File: src/sv/slex_pkg.sv
// shared types, widths and result kinds for the s-expression byte lexer
package slex_pkg;

    localparam int QUEUE_DEPTH_DEF = 4;
    localparam int MAX_RES         = 3;
    localparam int CHAR_W          = 8;
    localparam int KIND_W          = 3;
    localparam int VAL_W           = 64;
    localparam int OUT_DATA_W      = CHAR_W + VAL_W;

    // result kinds
    localparam logic [KIND_W-1:0] K_TEXT    = 3'd0;
    localparam logic [KIND_W-1:0] K_SYM_END = 3'd1;
    localparam logic [KIND_W-1:0] K_INT_END = 3'd2;
    localparam logic [KIND_W-1:0] K_STR_END = 3'd3;
    localparam logic [KIND_W-1:0] K_LPAREN  = 3'd4;
    localparam logic [KIND_W-1:0] K_RPAREN  = 3'd5;
    localparam logic [KIND_W-1:0] K_UNTERM  = 3'd6;
    localparam logic [KIND_W-1:0] K_DEC_END = 3'd7;

    typedef struct packed {
        logic [KIND_W-1:0] kind;
        logic [CHAR_W-1:0] ch;
    } t_op;

    // one queue entry: all results caused by one input byte
    typedef struct packed {
        logic [1:0]              cnt;
        t_op [MAX_RES-1:0]       ops;
        logic [VAL_W-1:0]        value;
    } t_entry;

    typedef struct packed {
        logic full;
        logic empty;
    } t_qstat;

endpackage

File: src/sv/slex_front.sv
// front end: byte classification, lexer state and result generation
module slex_front (
    input  logic            i_clk,
    input  logic            i_rst_n,
    input  logic            i_valid,
    output logic            o_ready,
    input  logic [7:0]      i_byte,
    input  logic            i_end,
    input  slex_pkg::t_qstat i_qstat,
    output logic            o_push,
    output slex_pkg::t_entry o_entry
);
    import slex_pkg::*;

    localparam logic [2:0] M_IDLE  = 3'd0;
    localparam logic [2:0] M_STR   = 3'd1;
    localparam logic [2:0] M_SYM   = 3'd2;
    localparam logic [2:0] M_SLASH = 3'd3;
    localparam logic [2:0] M_LINE  = 3'd4;
    localparam logic [2:0] M_BLOCK = 3'd5;
    localparam logic [2:0] M_STAR  = 3'd6;

    localparam logic [2:0] C_OTHER = 3'd0;
    localparam logic [2:0] C_SPACE = 3'd1;
    localparam logic [2:0] C_QUOTE = 3'd2;
    localparam logic [2:0] C_LP    = 3'd3;
    localparam logic [2:0] C_RP    = 3'd4;

    localparam logic [7:0] CH_LP     = 8'h28;
    localparam logic [7:0] CH_RP     = 8'h29;
    localparam logic [7:0] CH_QUOTE  = 8'h22;
    localparam logic [7:0] CH_BSLASH = 8'h5C;
    localparam logic [7:0] CH_SLASH  = 8'h2F;
    localparam logic [7:0] CH_STAR   = 8'h2A;
    localparam logic [7:0] CH_DOT    = 8'h2E;
    localparam logic [7:0] CH_MINUS  = 8'h2D;
    localparam logic [7:0] CH_LF     = 8'h0A;
    localparam logic [7:0] CH_CR     = 8'h0D;
    localparam logic [7:0] CH_TAB    = 8'h09;
    localparam logic [7:0] CH_SPACE  = 8'h20;
    localparam logic [7:0] CH_ZERO   = 8'h30;
    localparam logic [7:0] CH_NINE   = 8'h39;

    localparam logic [VAL_W-1:0] POS_LIMIT = {1'b0, {(VAL_W-1){1'b1}}};
    localparam logic [VAL_W-1:0] NEG_LIMIT = {1'b1, {(VAL_W-1){1'b0}}};

    function automatic logic [2:0] classify(input logic [7:0] c);
        logic [2:0] r;
        r = C_OTHER;
        if (c == CH_LP) begin
            r = C_LP;
        end else if (c == CH_RP) begin
            r = C_RP;
        end else if (c == CH_QUOTE) begin
            r = C_QUOTE;
        end else if (c == CH_SPACE || (c >= CH_TAB && c <= CH_CR)) begin
            r = C_SPACE;
        end
        return r;
    endfunction

    logic [2:0]       r_mode, n_mode;
    logic             r_esc, n_esc;
    logic [VAL_W-1:0] r_acc, n_acc;
    logic             r_intp, n_intp;
    logic             r_neg, n_neg;
    logic             r_digit, n_digit;
    logic             r_dot, n_dot;
    logic             r_numst, n_numst;

    // state seen by the active-byte path (after an implied '/' symbol start)
    logic [2:0]       a_mode;
    logic             a_esc, a_intp, a_neg, a_digit, a_dot, a_numst;
    logic [VAL_W-1:0] a_acc;

    logic             do_active, go_idle, is_digit, escaped;
    logic [2:0]       cls;
    logic [3:0]       dval;
    logic [VAL_W+3:0] prod;
    logic [VAL_W-1:0] limit;
    logic [KIND_W-1:0] end_kind;
    logic [VAL_W-1:0] end_val;
    logic [1:0]       cnt;
    t_op [MAX_RES-1:0] ops;
    logic [VAL_W-1:0] val;
    logic             accept;

    assign o_ready = !i_qstat.full;
    assign accept  = i_valid && o_ready;

    always_comb begin
        n_mode  = r_mode;
        n_esc   = r_esc;
        n_acc   = r_acc;
        n_intp  = r_intp;
        n_neg   = r_neg;
        n_digit = r_digit;
        n_dot   = r_dot;
        n_numst = r_numst;

        a_mode  = (r_mode == M_STR || r_mode == M_SYM) ? r_mode : M_IDLE;
        a_esc   = r_esc;
        a_acc   = r_acc;
        a_intp  = r_intp;
        a_neg   = r_neg;
        a_digit = r_digit;
        a_dot   = r_dot;
        a_numst = r_numst;

        do_active = 1'b0;
        go_idle   = 1'b0;
        escaped   = 1'b0;
        cls       = C_OTHER;
        cnt       = 2'd0;
        ops       = '0;
        val       = '0;

        is_digit = (i_byte >= CH_ZERO) && (i_byte <= CH_NINE);
        dval     = i_byte[3:0];

        if (i_end) begin
            unique case (r_mode)
                M_STR: begin
                    ops[cnt] = '{kind: K_UNTERM, ch: '0};
                    cnt = cnt + 2'd1;
                end
                M_SYM: begin
                    // end kind and value come from the registered number state
                    ops[cnt] = '{kind: ((r_intp && r_digit) ? K_INT_END :
                                        (r_dot && r_numst) ? K_DEC_END : K_SYM_END),
                                 ch: '0};
                    cnt = cnt + 2'd1;
                    if (r_intp && r_digit) begin
                        val = r_neg ? (VAL_W'(0) - r_acc) : r_acc;
                    end
                end
                M_SLASH: begin
                    ops[cnt] = '{kind: K_TEXT, ch: CH_SLASH};
                    cnt = cnt + 2'd1;
                    ops[cnt] = '{kind: K_SYM_END, ch: '0};
                    cnt = cnt + 2'd1;
                end
                default: begin
                end
            endcase
            n_mode  = M_IDLE;
            n_esc   = 1'b0;
            n_acc   = '0;
            n_intp  = 1'b0;
            n_neg   = 1'b0;
            n_digit = 1'b0;
            n_dot   = 1'b0;
            n_numst = 1'b0;
        end else begin
            unique case (r_mode)
                M_LINE: begin
                    if (i_byte == CH_LF || i_byte == CH_CR) begin
                        n_mode = M_IDLE;
                    end
                end
                M_BLOCK: begin
                    if (i_byte == CH_STAR) begin
                        n_mode = M_STAR;
                    end
                end
                M_STAR: begin
                    if (i_byte == CH_SLASH) begin
                        n_mode = M_IDLE;
                    end else if (i_byte != CH_STAR) begin
                        n_mode = M_BLOCK;
                    end
                end
                M_SLASH: begin
                    if (i_byte == CH_STAR) begin
                        n_mode = M_BLOCK;
                    end else if (i_byte == CH_SLASH) begin
                        n_mode = M_LINE;
                    end else begin
                        // lone slash becomes a symbol byte; this byte is then handled in symbol mode
                        ops[cnt] = '{kind: K_TEXT, ch: CH_SLASH};
                        cnt = cnt + 2'd1;
                        a_mode  = M_SYM;
                        a_esc   = 1'b0;
                        a_acc   = '0;
                        a_intp  = 1'b0;
                        a_neg   = 1'b0;
                        a_digit = 1'b0;
                        a_dot   = 1'b0;
                        a_numst = 1'b0;
                        do_active = 1'b1;
                    end
                end
                default: begin
                    do_active = 1'b1;
                end
            endcase
        end

        end_kind = (a_intp && a_digit) ? K_INT_END :
                   (a_dot && a_numst) ? K_DEC_END : K_SYM_END;
        end_val  = a_neg ? (VAL_W'(0) - a_acc) : a_acc;
        limit    = a_neg ? NEG_LIMIT : POS_LIMIT;
        // acc * 10 + digit, as shift-and-add
        prod     = ({4'b0, a_acc} << 3) + ({4'b0, a_acc} << 1) + {{VAL_W{1'b0}}, dval};

        if (do_active) begin
            n_mode  = a_mode;
            n_esc   = a_esc;
            n_acc   = a_acc;
            n_intp  = a_intp;
            n_neg   = a_neg;
            n_digit = a_digit;
            n_dot   = a_dot;
            n_numst = a_numst;
            if (!a_esc && i_byte == CH_BSLASH) begin
                n_esc = 1'b1;
            end else begin
                escaped = a_esc;
                n_esc   = 1'b0;
                cls     = escaped ? C_OTHER : classify(i_byte);
                if (a_mode == M_STR) begin
                    if (cls == C_QUOTE) begin
                        ops[cnt] = '{kind: K_STR_END, ch: '0};
                        cnt = cnt + 2'd1;
                        n_mode = M_IDLE;
                    end else begin
                        ops[cnt] = '{kind: K_TEXT, ch: i_byte};
                        cnt = cnt + 2'd1;
                    end
                end else if (a_mode == M_SYM && cls == C_OTHER) begin
                    ops[cnt] = '{kind: K_TEXT, ch: i_byte};
                    cnt = cnt + 2'd1;
                    if (i_byte == CH_DOT) begin
                        n_dot = 1'b1;
                    end
                    if (is_digit) begin
                        n_digit = 1'b1;
                        if (a_intp) begin
                            if (prod > {4'b0, limit}) begin
                                n_intp = 1'b0;
                            end else begin
                                n_acc = prod[VAL_W-1:0];
                            end
                        end
                    end else begin
                        n_intp = 1'b0;
                    end
                end else begin
                    if (a_mode == M_SYM) begin
                        ops[cnt] = '{kind: end_kind, ch: '0};
                        cnt = cnt + 2'd1;
                        if (end_kind == K_INT_END) begin
                            val = end_val;
                        end
                        n_mode  = M_IDLE;
                        n_acc   = '0;
                        n_intp  = 1'b0;
                        n_neg   = 1'b0;
                        n_digit = 1'b0;
                        n_dot   = 1'b0;
                        n_numst = 1'b0;
                        go_idle = (cls != C_SPACE);
                    end else begin
                        go_idle = 1'b1;
                    end
                end
            end
        end

        if (go_idle) begin
            n_mode = M_IDLE;
            unique case (cls)
                C_QUOTE: n_mode = M_STR;
                C_LP: begin
                    ops[cnt] = '{kind: K_LPAREN, ch: '0};
                    cnt = cnt + 2'd1;
                end
                C_RP: begin
                    ops[cnt] = '{kind: K_RPAREN, ch: '0};
                    cnt = cnt + 2'd1;
                end
                C_OTHER: begin
                    if (i_byte == CH_SLASH) begin
                        n_mode = M_SLASH;
                    end else begin
                        ops[cnt] = '{kind: K_TEXT, ch: i_byte};
                        cnt = cnt + 2'd1;
                        n_mode  = M_SYM;
                        n_numst = is_digit || i_byte == CH_DOT || i_byte == CH_MINUS;
                        n_neg   = (i_byte == CH_MINUS);
                        n_digit = is_digit;
                        n_dot   = (i_byte == CH_DOT);
                        n_intp  = is_digit || i_byte == CH_MINUS;
                        n_acc   = is_digit ? {{(VAL_W-4){1'b0}}, dval} : '0;
                    end
                end
                default: begin
                end
            endcase
        end
    end

    assign o_push  = accept && (cnt != 2'd0);
    assign o_entry = '{cnt: cnt, ops: ops, value: val};

    always_ff @(posedge i_clk) begin
        if (!i_rst_n) begin
            r_mode  <= M_IDLE;
            r_esc   <= 1'b0;
            r_acc   <= '0;
            r_intp  <= 1'b0;
            r_neg   <= 1'b0;
            r_digit <= 1'b0;
            r_dot   <= 1'b0;
            r_numst <= 1'b0;
        end else if (accept) begin
            r_mode  <= n_mode;
            r_esc   <= n_esc;
            r_acc   <= n_acc;
            r_intp  <= n_intp;
            r_neg   <= n_neg;
            r_digit <= n_digit;
            r_dot   <= n_dot;
            r_numst <= n_numst;
        end
    end

endmodule

File: src/sv/slex_queue.sv
// short entry queue between the lexer front end and the result serializer
module slex_queue #(
    parameter int DEPTH = slex_pkg::QUEUE_DEPTH_DEF
) (
    input  logic             i_clk,
    input  logic             i_rst_n,
    input  logic             i_push,
    input  slex_pkg::t_entry i_entry,
    input  logic             i_pop,
    output slex_pkg::t_entry o_head,
    output slex_pkg::t_qstat o_qstat
);
    import slex_pkg::*;

    localparam int PTR_W = (DEPTH > 1) ? $clog2(DEPTH) : 1;
    localparam int CNT_W = $clog2(DEPTH + 1);

    t_entry           r_mem [DEPTH];
    logic [PTR_W-1:0] r_wr, r_rd;
    logic [CNT_W-1:0] r_cnt;

    function automatic logic [PTR_W-1:0] ptr_inc(input logic [PTR_W-1:0] p);
        return (p == PTR_W'(DEPTH - 1)) ? '0 : p + 1'b1;
    endfunction

    assign o_head        = r_mem[r_rd];
    assign o_qstat.full  = (r_cnt == CNT_W'(DEPTH));
    assign o_qstat.empty = (r_cnt == '0);

    always_ff @(posedge i_clk) begin
        if (i_push) begin
            r_mem[r_wr] <= i_entry;
        end
    end

    always_ff @(posedge i_clk) begin
        if (!i_rst_n) begin
            r_wr  <= '0;
            r_rd  <= '0;
            r_cnt <= '0;
        end else begin
            if (i_push) begin
                r_wr <= ptr_inc(r_wr);
            end
            if (i_pop) begin
                r_rd <= ptr_inc(r_rd);
            end
            if (i_push && !i_pop) begin
                r_cnt <= r_cnt + 1'b1;
            end else if (!i_push && i_pop) begin
                r_cnt <= r_cnt - 1'b1;
            end
        end
    end

endmodule

File: src/sv/slex_back.sv
// back end: serializes queued results into the output register
module slex_back (
    input  logic                        i_clk,
    input  logic                        i_rst_n,
    input  slex_pkg::t_entry            i_head,
    input  slex_pkg::t_qstat            i_qstat,
    output logic                        o_pop,
    output logic                        o_valid,
    input  logic                        i_ready,
    output logic [slex_pkg::KIND_W-1:0] o_kind,
    output logic [slex_pkg::CHAR_W-1:0] o_char,
    output logic [slex_pkg::VAL_W-1:0]  o_value,
    output logic                        o_last
);
    import slex_pkg::*;

    logic              r_valid;
    logic [1:0]        r_idx;
    logic [KIND_W-1:0] r_kind;
    logic [CHAR_W-1:0] r_char;
    logic [VAL_W-1:0]  r_value;
    logic              r_last;
    logic              load, head_last;
    t_op               cur;

    assign load      = (!r_valid || i_ready) && !i_qstat.empty;
    assign cur       = i_head.ops[r_idx];
    assign head_last = (r_idx == i_head.cnt - 2'd1);
    assign o_pop     = load && head_last;

    always_ff @(posedge i_clk) begin
        if (!i_rst_n) begin
            r_valid <= 1'b0;
            r_idx   <= '0;
        end else begin
            if (load) begin
                r_valid <= 1'b1;
                r_idx   <= head_last ? 2'd0 : r_idx + 2'd1;
            end else if (i_ready) begin
                r_valid <= 1'b0;
            end
        end
    end

    always_ff @(posedge i_clk) begin
        if (load) begin
            r_kind  <= cur.kind;
            r_char  <= cur.ch;
            r_value <= (cur.kind == K_INT_END) ? i_head.value : '0;
            r_last  <= head_last;
        end
    end

    assign o_valid = r_valid;
    assign o_kind  = r_kind;
    assign o_char  = r_char;
    assign o_value = r_value;
    assign o_last  = r_last;

endmodule

File: src/sv/sexpr_byte_lexer_core.sv
// top level of the s-expression byte lexer: front end, entry queue, result serializer
//
//  channel   dir  tdata                               tuser          tlast
//  s_axis    in   [7:0] text_byte                     [0] stream_end  -
//  m_axis    out  [7:0] char_out, [71:8] int_value    [2:0] kind      last result of a byte
//
//  the front end takes one byte per cycle whenever the entry queue has room
//  each byte gives zero to three results; the back end sends one result per cycle
//  while m_axis_tready is high, so the results of one byte leave one after another
//  the queue (QUEUE_DEPTH entries) absorbs bursts of multi-result bytes before
//  s_axis_tready drops; bytes with no result never enter the queue
//  reset is synchronous and active low
module sexpr_byte_lexer_core #(
    parameter int QUEUE_DEPTH = slex_pkg::QUEUE_DEPTH_DEF
) (
    input  logic                             i_clk,
    input  logic                             i_rst_n,
    input  logic                             s_axis_tvalid,
    output logic                             s_axis_tready,
    input  logic [7:0]                       s_axis_tdata,   // text_byte
    input  logic [0:0]                       s_axis_tuser,   // stream_end
    output logic                             m_axis_tvalid,
    input  logic                             m_axis_tready,
    output logic [slex_pkg::OUT_DATA_W-1:0]  m_axis_tdata,   // char_out, int_value
    output logic [slex_pkg::KIND_W-1:0]      m_axis_tuser,   // kind
    output logic                             m_axis_tlast    // last
);
    import slex_pkg::*;

    t_entry            front_entry, q_head;
    t_qstat            q_stat;
    logic              q_push, q_pop;
    logic [CHAR_W-1:0] out_char;
    logic [VAL_W-1:0]  out_value;

    // front: classifies each byte, advances lexer state, builds one queue entry
    slex_front u_front (
        .i_clk   (i_clk),
        .i_rst_n (i_rst_n),
        .i_valid (s_axis_tvalid),
        .o_ready (s_axis_tready),
        .i_byte  (s_axis_tdata),
        .i_end   (s_axis_tuser[0]),
        .i_qstat (q_stat),
        .o_push  (q_push),
        .o_entry (front_entry)
    );

    // decouples byte intake from result delivery
    slex_queue #(
        .DEPTH (QUEUE_DEPTH)
    ) u_queue (
        .i_clk   (i_clk),
        .i_rst_n (i_rst_n),
        .i_push  (q_push),
        .i_entry (front_entry),
        .i_pop   (q_pop),
        .o_head  (q_head),
        .o_qstat (q_stat)
    );

    // back: walks the results of the head entry into the output register
    slex_back u_back (
        .i_clk   (i_clk),
        .i_rst_n (i_rst_n),
        .i_head  (q_head),
        .i_qstat (q_stat),
        .o_pop   (q_pop),
        .o_valid (m_axis_tvalid),
        .i_ready (m_axis_tready),
        .o_kind  (m_axis_tuser),
        .o_char  (out_char),
        .o_value (out_value),
        .o_last  (m_axis_tlast)
    );

    assign m_axis_tdata = {out_value, out_char};

`ifndef ASSERT_OFF
    // integer value only travels with an integer end
    a_value_only_int: assert property (@(posedge i_clk) disable iff (!i_rst_n)
        m_axis_tvalid && m_axis_tuser != K_INT_END |-> out_value == '0)
        else $error("int value set on a non-integer result");

    // a character only travels with a text byte transfer
    a_char_only_text: assert property (@(posedge i_clk) disable iff (!i_rst_n)
        m_axis_tvalid && m_axis_tuser != K_TEXT |-> out_char == '0)
        else $error("char set on a non-text result");

    // the front never writes into a full queue
    a_no_push_full: assert property (@(posedge i_clk) disable iff (!i_rst_n)
        q_push |-> !q_stat.full)
        else $error("push into full queue");

    // the back never pops an empty queue
    a_no_pop_empty: assert property (@(posedge i_clk) disable iff (!i_rst_n)
        q_pop |-> !q_stat.empty)
        else $error("pop from empty queue");
`endif

endmodule

File: config.mk
export PLATFORM = sky130hd
export DESIGN_NAME = sexpr_byte_lexer_core
export DESIGN_NICKNAME = d
export VERILOG_FILES = /design/src/sv/slex_pkg.sv /design/src/sv/slex_front.sv /design/src/sv/slex_queue.sv /design/src/sv/slex_back.sv /design/src/sv/sexpr_byte_lexer_core.sv
export SDC_FILE = /design/constraint.sdc
export NUM_CORES = 1
export LEC_CHECK = 0
export ABC_AREA = 0
export BUFFER_PORTS_ARGS = -buffer_cell sky130_fd_sc_hd__buf_2
export CORE_MARGIN = 2
export CORE_UTILIZATION = 59
export CTS_BUF_LIST = sky130_fd_sc_hd__clkbuf_4
export DETAILED_ROUTE_END_ITERATION = 8
export PLACE_DENSITY = 0.73
export SLEW_MARGIN = 20
export SYNTH_ARGS = -nofsm -noshare
export SYNTH_HDL_FRONTEND = slang
export SYNTH_HIERARCHICAL = 1
export SYNTH_SLANG_ARGS = --single-unit
File: constraint.sdc
create_clock -name i_clk -period 24.4 [get_ports i_clk]
set_input_delay 2.44 -clock i_clk [delete_from_list [all_inputs] [get_ports i_clk]]
set_output_delay 2.44 -clock i_clk [all_outputs]
set_load 0.005 [all_outputs]
# Word level (Yosys, flattened, before mapping)
# Memory sizes are Yosys's and may differ from the RTL's. A register that Yosys moved wholly into a read port is not among the register bits.
# Cells that the tools add are included.
[totals]
register_bits = 159
mem_count = 1
ram_bits = 396
input_bits = 13
wordCells = 325
output_inout_bits = 78
[op_classes]
order_cmp = 10
addsub = 12
eq_ne = 35
n_reduce_logical = 42
bitwise_logic = 9
mux = 199
[mem_list]
columns = ["name", "depth", "word_bits", "rd", "rd_ports_with_merged_regs", "wr", "line", "text"]
rows = [
  ["u_queue.r_mem", 4, 99, 1, 1, 1, "slex_queue.sv:18", "t_entry r_mem [DEPTH];"],
]
[op_table]
columns = ["operator", "count"]
rows = [
  ["$mux 64", 28],
  ["$mux 33", 8],
  ["$sub 1x64->64 const A", 2],
  ["$bwmux 33", 3],
  ["$mux 3", 33],
  ["$pmux 33 s3", 1],
  ["$mux 1", 92],
  ["$add 67x65->68", 1],
  ["$add 68x4->68", 1],
  ["$gt 68x64->1", 1],
  ["$mux 11", 6],
  ["$eq 8x6->1 const B", 8],
  ["$not 27->27", 2],
  ["$demux 11 s2", 2],
  ["$pmux 11 s3", 1],
  ["$and 30x30->30", 1],
  ["$mux 2", 15],
  ["$not 30->30", 1],
  ["$and 18x27->27", 1],
  ["$and 27x27->27", 1],
  ["$eq 3x2->1 const B", 8],
  ["$bmux 11 s2", 1],
  ["$mux 9", 2],
  ["$eq 8x4->1 const B", 2],
  ["other kinds (38)", 86],
]

# Depth between registers and ports, before layout
[depth]
ltp_word = 26
depth_mapped = 37
ltp_nobuf = 31

# Cells and area by module
# The synthesis kept the hierarchy.
[modules_own_cells]
columns = ["mod", "cells_per_inst", "n_inst", "area_each_um2"]
rows = [
  ["slex_queue", 561, 1, 14707.9],
  ["slex_front", 2132, 1, 14515.2],
  ["slex_back", 282, 1, 3947.5],
]

# Worst setup path after synthesis
# Ideal clock, no wire load.
[synth_timing]
path_type = "in2reg"
from = "in s_axis_tdata[4]"
to = "reg u_front.r_acc[50]"
cell_stages = 35
setup_time_ns = 0.119
t_required_ns = 24.281
t_arrival_ns = 9.668
setup_slack_ns = 14.613
cell_sequence = "or3_1 buf_2 nor4_1 nor2b_1 buf_2 clkbuf_1 buf_1 nor2_1 inv_1 fa_1 inv_1 ha_1 a211oi_1 o211ai_1 a211oi_1 o21ai_1 a41o_1 a21oi_1 o21bai_1 nand2_1 o21ai_0 xor2_1 ha_1 nand4_1 nor4_1 nand3_1 o21ai_0 o22a_1 o311a_1 o21ai_2 or4b_1 buf_2 mux2_1 a31oi_1 nor2_1"
[synth_between]
elab_chain_cells = 19
[synth_rtl]
columns = ["element", "line", "text"]
rows = [
  ["from (decl)", "sexpr_byte_lexer_core.sv:20", "input logic [7:0] s_axis_tdata,"],
  ["branches (longest 18 deep; another with $add 67x65->68)", "-", ""],
  ["$mux 64 *", "slex_front.sv:270", "if (go_idle) begin"],
  ["to (signal assigned)", "slex_front.sv:319", "r_acc <= n_acc;"],
  ["to (decl)", "slex_front.sv:64", "logic [VAL_W-1:0] r_acc, n_acc;"],
]
# Every way passes the cells marked *. The select of a mux whose other input is x is not followed.
# A chain may end at the register's enable or synchronous reset.

# Final worst setup path
[layout_timing]
from = "in s_axis_tdata[4]"
to = "reg u_front.r_acc[18]"
# Same word-level chain as after synthesis.

==> key figures <==
Synthesis
  – Syn_nets: 3196
  – Simple-gate area share of the yosys netlist: around 15%
  – Yosys reg bits: roughly 560
  – YS warnings: 6
  – Post-synth top cells: edfxtp_1 (472), nand2_1 (261), a21oi_1 (244)
  – Post-synth EDFFs: 472
  – Post-synth top flop: edfxtp_1
  – Avg Synthesized Cell Area: ~11 um^2
  – Mapped Cells: just under 3000
  – Post-synth top area share: 42.7%
  – Area leader, netlist: edfxtp_1
  – Post-synthesis adder-cell area fraction: 7.91%
  – Mux share of post-synthesis cell area: between 7 and 8%
  – Async S/R FF share, synth: 0%
  – Compound-Gate Fraction of Synth Area: roughly 15%
  – Area contributors post-synth: edfxtp_1 (43%), ha_1 (7.7%), mux4_2 (6.7%)
  – XOR/XNOR Fraction of Synth Area: 2.59%
  – Sequential area share after synthesis: 47.9%
  – Synth unique cells: roughly 100
  – Most frequent cell after synthesis: edfxtp_1
  – Largest family of logic cells by synthesized area: compound AO/OA/AOI/OAI gates
  – Mapped Area: around 0.033 mm^2

CTS
  – Resized Gates After CTS: 0
  – CTS tree: yes
  – Clock Tree Buf Depth: 3
  – Post-CTS setup buffers: 0
  – CTS sink count: 557
  – H-tree depth: 4
  – Clock slew at reported path FFs: ~0.070 ns
  – Skew-Pair Late Insertion Delay: ~0.95 ns
  – Total CTS buffers: roughly 140
  – # hold bufs at CTS: 0
  – Root Buffer Master: clkbuf_4

Pwr
  – Pleak: 13.9 nW
  – VDD IR-drop max: 0.139 mV
  – Pwr Density: between 70 and 80 mW/mm^2
  – Design Power: 2.85 mW

Routing
  – First-pass iteration count of the detailed router: 8
  – Wire length per cell: 24.3 um
  – Vias/cell: about 6.7
  – DRC viols: 0
  – DR vias: 26176
  – WL final: approximately 95 mm
  – Routed Antenna Nets: 0
  – Initial drt markers: roughly 3200

STA
  – Clock skew: just under 0.07 ns
  – Max Slew Vio Count: 0
  – TNS Setup: 0 ns
  – Final setup vio count: 0
  – Period minus WS final: 11.07 ns
  – Tightest Pin Transition: between 1 and 1.5 ns
  – Tcrit/Tclk final: 45.4%
  – Slew margin rel.: 26.8%
  – Fmax: 0.0903 GHz
  – Fin. Hold Viols: 0
  – RSZ-0062 raised after global routing: no

Critical path
  – Cell mode on critical path: o21ai_0
  – Critical path arrival: 11.89 ns
  – R2R setup slack: 15.12 ns
  – CP max stage delay: ~0.90 ns
  – CP Capture Type: register
  – Element type at the critical path start: input pin
  – WP data required: 25.22 ns
  – CP max stage cell: a21oi_2
  – Max Fanout on Critical Path: 65
  – Type of the worst setup path: in2reg

Floorplan
  – Core footprint: 0.0553 mm^2
  – Ports: 91
  – Die width: 241 um
  – Die height: 241 um
  – Num rows: 86
  – Starting Density: between 50% and 60%
  – Die ar.: slightly below 0.06 mm^2

Final layout
  – Nets: 3284
  – Share of cells above drive strength 1: 18.1%
  – Finished Layout Cells: 3920
  – Area delta synth->final: 8.20%
  – # fillers: 4340

Global route
  – GR Overflow Total: 0
  – Vias in the first global route: 25025
  – GRT Total Usage: 32.9%
  – Global-route wire length before repair: 145 mm
  – Largest net degree at the start of global routing: 70
  – Initial antenna violation count: 3

Placed design
  – GP Congestion: slightly below 1
  – IO Port Bufs: 90
  – Placed insts: 3666
  – DPL Wire Length: 67.5 mm

Min path
  – Hold Crit Class: reg2reg

Job
  – Max Cap Viol: 0

Status
  – Status: finished clean
## cell families (layout without fill, tap and decap cells)
kind of cell    Yosys count  after routing
compound gates          772            772
xor+xnor                 98             98
fa+ha+maj               208            208
buf+inv                 314            506
flops                   557            557
mux                     121            121
other cells               0              5
simple gates            905            905
## report_power, final
part | internal (mW) | switching (mW)
clock | 0.424 | 0.380
combinational | 0.281 | 0.500
sequential | 1.21 | 0.0536
## worst max-delay path: cells and delay by family
family	cells	cell delay (ns)
AO/OA/AOI/OAI	15	5.06
adder cells (fa/ha/maj)	3	1.31
buffers and inverters	4	0.90
XOR/XNOR	1	0.18
AND/OR/NAND/NOR	8	1.98
## registers in the layout, summed over array words and instances, names as in the netlist, named ones only
signal,flops
u_queue/r_mem,396
u_queue/r_wr,2
u_front/r_acc,64
u_back/o_valid,1
u_front/r_neg,1
u_back/o_last,1
u_back/o_char,8
u_back/r_idx,2
u_front/r_esc,1
u_back/o_value,64
u_front/r_dot,1
u_back/o_kind,3
u_front/r_digit,1
u_front/r_mode,3
u_queue/r_cnt,3
u_front/r_numst,1
u_queue/r_rd,2
u_front/r_intp,1
## worst paths after layout
kind,startpoint,end,cells past startpoint
setup / recovery,s_axis_tdata[4],u_front/r_acc[18],31
hold / removal,u_front/r_dot,u_front/r_dot,2
setup reg to reg,u_front/r_mode[2],u_front/r_acc[18],30
hold reg to reg,u_front/r_dot,u_front/r_dot,2
## through the flow
stage                     setup WS, ns  cell area [um^2]  util [%]  hold WS, ns
after detailed placement         12.58             34000      61.5        0.481
after CTS                        13.57             35900      64.9        0.491
after floorplan                  14.61             33200         -        0.441
final                            13.33             35900      64.9        0.498
after global placement           12.84             34000      61.5        0.453
after global routing             12.97             35900      64.9        0.504
## area by class of cell
| type | instances | area [um^2] | share of cell area [%] |
|---|---|---|---|
| Clock inverter | 35 | 240 | 0.669 |
| Timing Repair Buffer | 128 | 736 | 2.05 |
| Sequential cell | 557 | 15900 | 44.3 |
| Inverter | 129 | 484 | 1.35 |
| Clock buffer | 214 | 1610 | 4.48 |
| Antenna cell | 5 | 12.5 | 0.0349 |
| Tap cell | 748 | 936 | 2.61 |
| Multi-Input combinational cell | 2104 | 16000 | 44.6 |
## layer usage
metal	global-route usage [%]	part of all wire (%)
met4	13.1	3.3
met3	6.05	9.7
met1	48.4	43
met2	48.3	44
met5	0	0
## placed cells by master (no fill, tap or decap), types with 16 or more instances in the layout
cell type  synthesis  final
a21o_1            34     34
mux2i_1           19     19
a211oi_1          31     31
xnor2_1           44     44
and2_1            85     81
a21oi_1          244    243
mux4_2            99     99
nand3_1           48     48
o21ai_0          162    161
xor2_1            54     54
nor4_2            60     60
nand2b_1          25     25
clkbuf_4           0    214
o21a_1            17     17
nand4_1           47     47
nor2b_1           19     17
dfxtp_1           85     82
nor4_1            31     30
buf_2             37     90
edfxtp_1         472    472
inv_1            128    127
buf_4              3     38
nor2_1           191    189
clkinv_1           1     21
o211ai_1          21     21
a31oi_1           16     16
nor3_1            55     54
o31ai_1           21     21
ha_1             205    205
a221oi_1          30     30
a22oi_1           22     22
nand2_1          261    261
No activity file was read; power rests on OpenSTA's default activity.
